$ cat src/rtl/tkf_pkg.sv
// Shared constants, types and helpers for the top-k frequent values block.
package tkf_pkg;

  localparam int MAX_DISTINCT = 256;
  localparam int MAX_WANTED   = 64;
  localparam int COUNT_BITS   = 16;

  localparam int IDX_W  = $clog2(MAX_DISTINCT);
  localparam int USED_W = $clog2(MAX_DISTINCT + 1);

  typedef logic [COUNT_BITS-1:0] count_t;
  typedef logic [IDX_W-1:0]      idx_t;
  typedef logic [USED_W-1:0]     used_t;

  typedef enum logic [1:0] {
    ST_OK       = 2'd0,
    ST_OVERFLOW = 2'd1,
    ST_ZERO     = 2'd2,
    ST_TOO_MANY = 2'd3
  } status_e;

  typedef enum logic [1:0] {
    FSM_IDLE,
    FSM_SCAN,
    FSM_EMIT
  } fsm_e;

  // One table entry as it sits in a cell.
  typedef struct packed {
    logic        valid;
    logic        taken;
    logic [31:0] key;
    count_t      count;
  } entry_t;

  // Operation applied to every cell in a cycle.
  typedef struct packed {
    logic load;
    logic rotate;
    logic clear;
  } cell_ctl_t;

  // Clip a count to the 16-bit result field.
  function automatic logic [15:0] freq_clip(count_t c);
    logic [31:0] w;
    w = 32'(c);
    return (w > 32'h0000_FFFF) ? 16'hFFFF : w[15:0];
  endfunction

endpackage

$ cat src/rtl/tkf_cell.sv
// One cell of the table: holds a single value, its count and its flags.
module tkf_cell (
  input  logic              clk_i,
  input  logic              rst_ni,
  input  tkf_pkg::cell_ctl_t ctl_i,
  input  logic [31:0]       value_i,
  input  logic              hit_any_i,
  input  logic              prev_valid_i,
  input  tkf_pkg::entry_t   next_i,
  output tkf_pkg::entry_t   cur_o,
  output logic              match_o
);
  import tkf_pkg::*;

  logic   valid_q, valid_d, taken_q, taken_d;
  logic [31:0] key_q, key_d;
  count_t count_q, count_d;

  assign match_o = valid_q && (key_q == value_i);
  assign cur_o   = '{valid: valid_q, taken: taken_q, key: key_q, count: count_q};

  // Clear the flags, rotate along the row, count a matching value, or claim the first free cell.
  always_comb begin
    valid_d = valid_q;
    taken_d = taken_q;
    key_d   = key_q;
    count_d = count_q;
    if (ctl_i.clear) begin
      valid_d = 1'b0;
      taken_d = 1'b0;
    end else if (ctl_i.rotate) begin
      valid_d = next_i.valid;
      taken_d = next_i.taken;
      key_d   = next_i.key;
      count_d = next_i.count;
    end else if (ctl_i.load) begin
      if (match_o) begin
        if (count_q != '1) begin
          count_d = count_q + count_t'(1);
        end
      end else if (!hit_any_i && !valid_q && prev_valid_i) begin
        valid_d = 1'b1;
        taken_d = 1'b0;
        key_d   = value_i;
        count_d = count_t'(1);
      end
    end
  end

  always_ff @(posedge clk_i or negedge rst_ni) begin
    if (!rst_ni) begin
      valid_q <= 1'b0;
      taken_q <= 1'b0;
    end else begin
      valid_q <= valid_d;
      taken_q <= taken_d;
    end
  end

  always_ff @(posedge clk_i) begin
    key_q   <= key_d;
    count_q <= count_d;
  end

endmodule

$ cat config.mk
export PLATFORM = sky130hd
export DESIGN_NAME = tkf_cell
export DESIGN_NICKNAME = d
export VERILOG_FILES = /design/src/rtl/tkf_pkg.sv /design/src/rtl/tkf_cell.sv
export SDC_FILE = /design/constraint.sdc
export NUM_CORES = 1
export LEC_CHECK = 0
export BUFFER_PORTS_ARGS = -buffer_cell sky130_fd_sc_hd__buf_4
export CORE_MARGIN = 2
export CORE_UTILIZATION = 36
export CTS_BUF_LIST = sky130_fd_sc_hd__clkbuf_4 sky130_fd_sc_hd__clkbuf_8 sky130_fd_sc_hd__clkbuf_16
export CTS_CLUSTER_SIZE = 10
export DETAILED_ROUTE_END_ITERATION = 6
export PLACE_DENSITY_LB_ADDON = 0.2
export SKIP_CTS_REPAIR_TIMING = 1
export SLEW_MARGIN = 10
export SYNTH_ARGS = -nofsm -noshare
export SYNTH_HDL_FRONTEND = slang
export SYNTH_SLANG_ARGS = --single-unit
$ cat constraint.sdc
create_clock -name clk_i -period 4.4 [get_ports clk_i]
set_clock_uncertainty 0.1 [all_clocks]
set_input_delay 0.66 -clock clk_i [delete_from_list [all_inputs] [get_ports clk_i]]
set_output_delay 0.66 -clock clk_i [all_outputs]
set_load 0.01 [all_outputs]
Yosys cells after proc, flatten, opt, wreduce, memory -nomap -nowiden. Cells that the tools add are included. Widths: inputs -> output; s select.

Register bits after elaboration: 50. Bits in latches: 0. RAM bits: 0. Bits in read-only memories: 0. Output and inout port bits: 51. Logic and storage cells: 43. Memories: 0.

Add/sub/neg operators: 1. Multipliers: 0. Divide/modulo/power cells: 0. Magnitude comparators: 0. Equality and inequality tests: 5. Shifts and indexed selects: 0. Muxes and demuxes: 19. Bitwise gates (word level): 1. Reductions and logical operators: 13.

Operators with widths (number): $mux 32 (4); $mux 16 (5); $eq 32x32->1 (1); $add 16x1->16 const B (1); $ne 16x16->1 const B (1); $mux 1 (10); $reduce_bool 3->1 (3); $reduce_and 4->1 (2); $reduce_bool 2->1 (2); $logic_and 1x1->1 (3); $ne 3x2->1 const B (1); $ne 3x3->1 const B (1); $reduce_and 3->1 (1); $logic_not 1->1 (2); $ne 2x2->1 const B (1); $not 1->1 (1).

Longest topological paths before layout. Gate-level depths: netlist of the first run.

Word-level depth: 8. Mapped depth: 7.

Worst setup path after synthesis of the first run. OpenSTA, ideal clock, no wires.

Kind: input port to flip-flop. From: input ctl_i[1] (netlist name). To: register key_q[0] (enable). Arrival time: 2.455 ns. Required time: 3.879 ns. Path slack: 1.424 ns. Stages: 3. Cell sequence: buf_1 -> a31oi_1 -> nor2_1.

Cells in the longest elaborated chain, start to end: 2.

Ends and longest elaborated chain: from (decl) (RTL line tkf_cell.sv:5) `input tkf_pkg::cell_ctl_t ctl_i,`; $ne 2x2->1 (no source line) or $reduce_bool 2->1 (tied branches); $reduce_and 4->1 (no source line) *; to (signal assigned) (RTL line tkf_cell.sv:61) `key_q <= key_d;`; to (decl) (RTL line tkf_cell.sv:16) `logic [31:0] key_q, key_d;`.

Mark *: on every way between the ends. The rest lies on a longest branch, timed or not. A chain may end at the register's enable or synchronous reset.

Worst setup path in the final report of the first run.
From: input value_i[20]. To: output match_o.

Cells in the longest elaborated chain, start to end: 2.

Ends and longest elaborated chain: from (decl) (RTL line tkf_cell.sv:6) `input logic [31:0] value_i,`; $eq 32x32->1 (RTL line tkf_cell.sv:19) `assign match_o = valid_q && (key_q == value_i);`; $logic_and 1x1->1 (RTL line tkf_cell.sv:19); to (decl) (RTL line tkf_cell.sv:11) `output logic match_o`.

No other way between the ends.

==> results of run 1 <==
==> final timing paths <==
kind / from / to / slack [ns] / depth (start not counted)
worst max-delay path: value_i[20] / match_o / 1.58 / 7
min in group clk_i: taken_q / taken_q / 0.46 / 2
worst min-delay path: rst_ni / valid_q / 0.02 / 1
worst min register to register: taken_q / taken_q / 0.46 / 2
max in group asynchronous: rst_ni / taken_q / 4.09 / 1
worst max register to register: key_q[20] / count_q[3] / 2.05 / 6
==> layer usage <==
metal	vias to the layer above	global-route usage (%)	wire, µm
li1	1092	-	-
met1	1016	20.2	2910
met2	85	27.5	3390
met3	5	6.33	588
met4	0	4.23	70
met5	-	0	0
==> metrics by stage <==
step,instances,util [%],hold WS (ns),setup WS [ns]
3_5_place_dp,457,51.7,0.345,1.53
2_1_floorplan,224,-,0.264,1.42
6_report,465,53.5,0.0234,1.58
3_3_place_gp,457,51.7,0.344,1.57
5_1_grt,465,53.5,0.00799,1.45
4_1_cts,465,53.5,0.0126,1.54
==> cell usage in the layout (no fill, tap or decap) <==
cell and count:
xor2_1 8, o31ai_1 6, clkbuf_8 5, a211o_1 1
o21ai_0 6, a31oi_1 1, mux2_2 33, nand2_1 22
or3_1 1, o21ai_1 3, ha_1 1, nor4_4 1
xnor2_1 38, nor2_1 9, nand3_2 1, nand3_1 6
nand4_1 12, edfxtp_1 48, buf_4 140, bufinv_16 2
nor3_4 1, nand4_2 1, dfrtp_1 2, o22ai_1 1
a221oi_1 1, a22oi_1 1, nor4_2 1, clkinv_4 1
nor2_4 1, inv_1 7, nor3_1 2
==> final cells by class <==
type | count | area (µm²) | area share (%)
sequential | 50 | 1490 | 36.6
clock inverter | 3 | 68.8 | 1.69
tap | 102 | 128 | 3.14
clock buffer | 5 | 68.8 | 1.69
timing repair buffer | 140 | 1050 | 25.8
multi-input combinational | 158 | 1240 | 30.4
inverter | 7 | 26.3 | 0.646
==> kinds of logic after synthesis <==
| logic type | share of synthesized area, % |
|---|---|
| and+or+nand+nor | 11.2 |
| AOI/OAI and AO/OA | 4.57 |
| buffers and inverters | 2.69 |
| DFF | 53.4 |
| xor gates and xnor gates | 14.4 |
| adders and majority gates | 0.448 |
| muxes | 13.3 |
==> cells in the mapped netlist (all sizes together) <==
cell	count
nand2	22
clkbuf	3
a221oi	1
nand3	7
nand4	13
o21ai	9
ha	1
inv	7
nor2	10
o22ai	1
or3	1
a31oi	1
a211o	1
a22oi	1
nor4	2
edfxtp	48
xor2	8
mux2	33
nor3	3
o31ai	6
dfrtp	2
xnor2	38
buf	6
==> critical path: cells and delay by family <==
kind          cells  cell delay [ns]
simple gates      3             0.89
buf+inv           3             0.36
xor+xnor          1             0.16
==> flip-flops by register name, indices dropped and copies added, names as in the netlist <==
name     count
taken_q      1
valid_q      1
key_q       32
count_q     16
==> power by group through the flow <==
stage	clock, mW	sequential, mW	combinational, mW
6_report	0.392	0.578	0.217
5_1_grt	0.415	0.582	0.238
4_1_cts	0.402	0.578	0.221
3_5_place_dp	0	0.588	0.220
3_3_place_gp	0	0.588	0.218
2_1_floorplan	0	0.597	0.0884
==> qor.yml, run 1 <==
status: "finished clean"
antenna_left: 0
grt_pass1_vias: 2235
drive_gt1_share_pct: 51.5
nFillCells: 713
dr.pass1.iters: 4
ys_ff_latch: 50
yosysTopAreaCell: "edfxtp_1"
share_comb_of_total_power_pct: 18.3
p_int_uw: 914
wl_per_cell_um: 15.0
crit_arrival_ns: 2.06
ys_warn_count: 0
fin_crit_sh_pct: 64.1
p_sw_uw: 273
p_seq_share_pct: 48.7
overflow: 0
finalSetupViolCount: 0
portBuffers: 139
syn-mean-instance-area_um2: 12.5
core-area_mm2: 0.00761
first_iter_violations: 128
post-synth-top-area-fraction_pct: 51.6
start_kind: "input pin"
power_frac_clock_pct: 33.0
io_pins: 140
viasPerCell: 4.73
timing.setup.critical_path_class: "input pin to primary output"
chipWidth_um: 92.1
globalplace.congestion: 0.835
crit_top_cell: "buf_4"
min_period_ns: 2.82
fin_setup_tns_ns: 0
place_area_mm2: 0.00393
fin_nets: 452
clockBufferDepth: 2
cp_max_fo: 8
grt_setup_unrepaired: "false"
cts-root-buf: "clkbuf_8"
routed_wl_um: 6960
remaining_drc_errors: 0
cp_cell_sequence: "buf_4 -> xnor2_1 -> nand4_1 -> nor4_4 -> nand3_2 -> inv_1 -> buf_4"
synth_nets: 314
clkSinkCount: 50
holdCritPathClass: "input pin to asynchronous set/reset pin"
num_rows: 32
seq_area_frac_synth_pct: 53.4
grt_pass1_wl_um: 11100
pwr_density_cell_mw_per_mm2: 292
vdd_drop_max_uv: 156
tightest_slew_ns: 0.946
slew_viol_final: 0
critPathRequiredTime_ns: 3.64
leakage_nw: 1.64
synthToLayoutAreaGrowth_pct: 45.6
ys_types: 30
cts_max_level: 2
antenna_cells: 0
drv_cap: 0
numCtsBuffers: 5
setup.worst_path.end_class: "primary output"
fmax_mhz: 355
switching_share_pct: 23.0
timing_hold_violations_final: 0
critical_path.max_stage_delay_ns: 0.44
grt_antenna_before_repair: 0
start_util_pct: 36.7
slew-limit-headroom_pct: 36.8
die_y_um: 92.1
synthTopCellsByArea: "edfxtp_1 (52%), mux2_2 (13%), xnor2_1 (12%)"
total_power_mw: 1.19
vias: 2198
clkTransAtPathRegs_ns: 0.09
syn_inst: 224
syn_area_mm2: 0.00280
cts_tree: "yes"
track_usage_pct: 16.5
clk_latency_ns: 0.31
hpwl_um: 5310
fin_area_mm2: 0.00407
grt_start_max_net_pins: 59
crit_path_top_delay_cell: "nor4_4"
dieArea_mm2: 0.00849
(Power assumes the default switching activity.)
==> run 2, diff against run 1 <==
==> constraint.sdc (replaced) <==
create_clock -name clk_i -period 2.4 [get_ports clk_i]
set_clock_uncertainty 0.1 [all_clocks]
set_input_delay 0.36 -clock clk_i [delete_from_list [all_inputs] [get_ports clk_i]]
set_output_delay 0.36 -clock clk_i [all_outputs]
set_load 0.01 [all_outputs]
==> qor.yml, run 2 (synthesis results as in run 1) <==
grt_antenna_before_repair: 0  # unchanged
power_frac_clock_pct: 25.2  # was 33.0%
cp_max_fo: 3  # was 8
clk_latency_ns: 0.30  # was 0.31 ns
final_cell_mix: "buf_4 (147), edfxtp_1 (48), xnor2_1 (38)"  # was buf_4 (140), edfxtp_1 (48), xnor2_1 (38)
finalSetupViolCount: 0  # unchanged
wl_per_cell_um: 14.8  # was 15.0 µm
critPathLaunch: "key_q[22]"  # was value_i[20]
cp_cell_sequence: "xnor2_1 -> nand4_1 -> nor4_4 -> nand3_2 -> inv_1 -> buf_4"  # was buf_4 -> xnor2_1 -> nand4_1 -> nor4_4 -> nand3_2 -> inv_1 -> buf_4
globalplace.congestion: 0.747  # was 0.835
r2r_cells: 7  # was 6
critPathRequiredTime_ns: 1.94  # was 3.64 ns
grt_pass1_vias: 2320  # was 2235
status: "finished clean"  # unchanged
timing.setup.critical_path_class: "register to primary output"  # was input pin to primary output
vdd_drop_max_uv: 302  # was 156 µV
worst-path-stages: 6  # was 7
critical_path.max_stage_delay_ns: 0.43  # was 0.44 ns
antenna_cells: 0  # unchanged
leakage_nw: 1.66  # was 1.64 nW
synthToLayoutAreaGrowth_pct: 46.0  # was 45.6%
viasPerCell: 4.79  # was 4.73
drive_gt1_share_pct: 52.0  # was 51.5%
fin_ws_ns: 0.153  # was 1.58 ns
holdCritPathClass: "input pin to register"  # was input pin to asynchronous set/reset pin
portBuffers: 139  # unchanged
final_common_cell: "buf_4"  # unchanged
grt_pass1_wl_um: 11000  # was 11100 µm
grt_setup_unrepaired: "false"  # unchanged
tightest_slew_ns: 0.958  # was 0.946 ns
clockBufferDepth: 2  # unchanged
path_delay_family: "simple AND/OR/NAND/NOR gates"  # unchanged
numCtsBuffers: 5  # unchanged
die_y_um: 92.1  # unchanged
drv_cap: 0  # unchanged
cts_tree: "yes"  # unchanged
num_rows: 32  # unchanged
overflow: 0  # unchanged
start_kind: "register"  # was input pin
track_usage_pct: 16.5  # about the same
share_comb_of_total_power_pct: 20.6  # was 18.3%
worstSetupEndpoint: "match_o"  # unchanged
crit_arrival_ns: 1.79  # was 2.06 ns
clkSinkCount: 50  # unchanged
timing_hold_violations_final: 0  # unchanged
hpwl_um: 5310  # about the same
io_pins: 140  # unchanged
start_util_pct: 36.7  # unchanged
dpl_worst_slack_ns: 0.202  # was 1.53 ns
path_buf_inv: 2  # was 3
fmax_mhz: 445
largest_register: "key_q"  # unchanged
nFillCells: 722  # was 713
p_int_mw: 1.47  # was 914 µW
core-area_mm2: 0.00761  # unchanged
min_period_ns: 2.25
dieArea_mm2: 0.00849  # unchanged
largest_reg_flops: 32  # unchanged
p_sw_uw: 481  # was 273 µW
hold_slack_ns: 0.174  # was 0.0234 ns
remaining_drc_errors: 0  # unchanged
fin_crit_sh_pct: 93.6
reg_top3: "key_q x32, count_q x16"  # unchanged
first_iter_violations: 90  # was 128
slew_viol_final: 0  # unchanged
antenna_left: 0  # unchanged
chipWidth_um: 92.1  # unchanged
r2r_setup_slack_ns: 0.31  # was 2.05 ns
fin_setup_tns_ns: 0  # unchanged
p_seq_share_pct: 54.2  # was 48.7%
cts-root-buf: "clkbuf_8"  # unchanged
pwr_density_cell_mw_per_mm2: 479  # was 292 mW/mm²
crit_path_top_delay_cell: "edfxtp_1"  # was nor4_4
slew-limit-headroom_pct: 36.0  # was 36.8%
grt_start_max_net_pins: 58  # was 59
fin_nets: 460  # was 452
r2r_start: "count_q[1]"  # was key_q[20]
routed_wl_um: 6980  # was 6960 µm
cts_max_level: 2  # unchanged
vias: 2266  # was 2198
dr.pass1.iters: 4  # unchanged
setup.worst_path.end_class: "primary output"  # unchanged
switching_share_pct: 24.6  # was 23.0%
regToRegEndpoint: "count_q[9]"  # was count_q[3]
clkTransAtPathRegs_ns: 0.10  # was 0.09 ns
run 2: cell count changes in the layout (fill, tap and decap cells not counted), sizes merged:
cell / before / now
clkbuf: 5 / 6
clkinv: 1 / 2
bufinv: 2 / 0
dlygate4sd3: 0 / 1
buf: 140 / 147
run 2: layout make-up:
cell class / count / area (µm²) / share of cell area, %
well taps: 102 / 128 / 3.13
flip-flops and latches: 50 / 1490 / 36.6
repair buffers: 148 / 1110 / 27.3
inverters: 7 / 26.3 / 0.644
clock buffers: 6 / 76.3 / 1.87
multi-input cells: 158 / 1240 / 30.3
clock inverters: 2 / 8.76 / 0.215
run 2: metal layers:
layer / vias up / wire length [µm] / global-route usage (%)
li1: 1106 / - / -
met1: 1067 / 2860 / 20.3
met2: 91 / 3520 / 27.8
met3: 2 / 571 / 5.67
met4: 0 / 38 / 3.98
met5: - / 0 / 0
run 2: power groups by stage:
stage / registers (mW) / clock network [mW] / logic, mW
floorplan: 1.09 / 0 / 0.162
CTS: 1.06 / 0.505 / 0.408
detailed placement: 1.08 / 0 / 0.407
finish: 1.06 / 0.493 / 0.403
global route: 1.07 / 0.533 / 0.439
global placement: 1.08 / 0 / 0.402
run 2: worst min path at each step:
stage             start  endpoint  depth (start not counted)
2_1_floorplan    rst_ni   taken_q                          0
3_5_place_dp     rst_ni   valid_q                          1
3_3_place_gp     rst_ni   taken_q                          1
4_1_cts          rst_ni   valid_q                          1
6_report       ctl_i[0]   taken_q                          2
5_1_grt        ctl_i[0]   taken_q                          2
run 2: metrics by stage:
stage	cell area, µm²	util [%]	total power, mW	std cells
2_1_floorplan	2800	-	1.26	224
3_3_place_gp	3990	52.4	1.48	464
3_5_place_dp	3990	52.4	1.49	464
4_1_cts	4070	53.5	1.97	472
5_1_grt	4080	53.6	2.04	473
6_report	4080	53.6	1.95	473
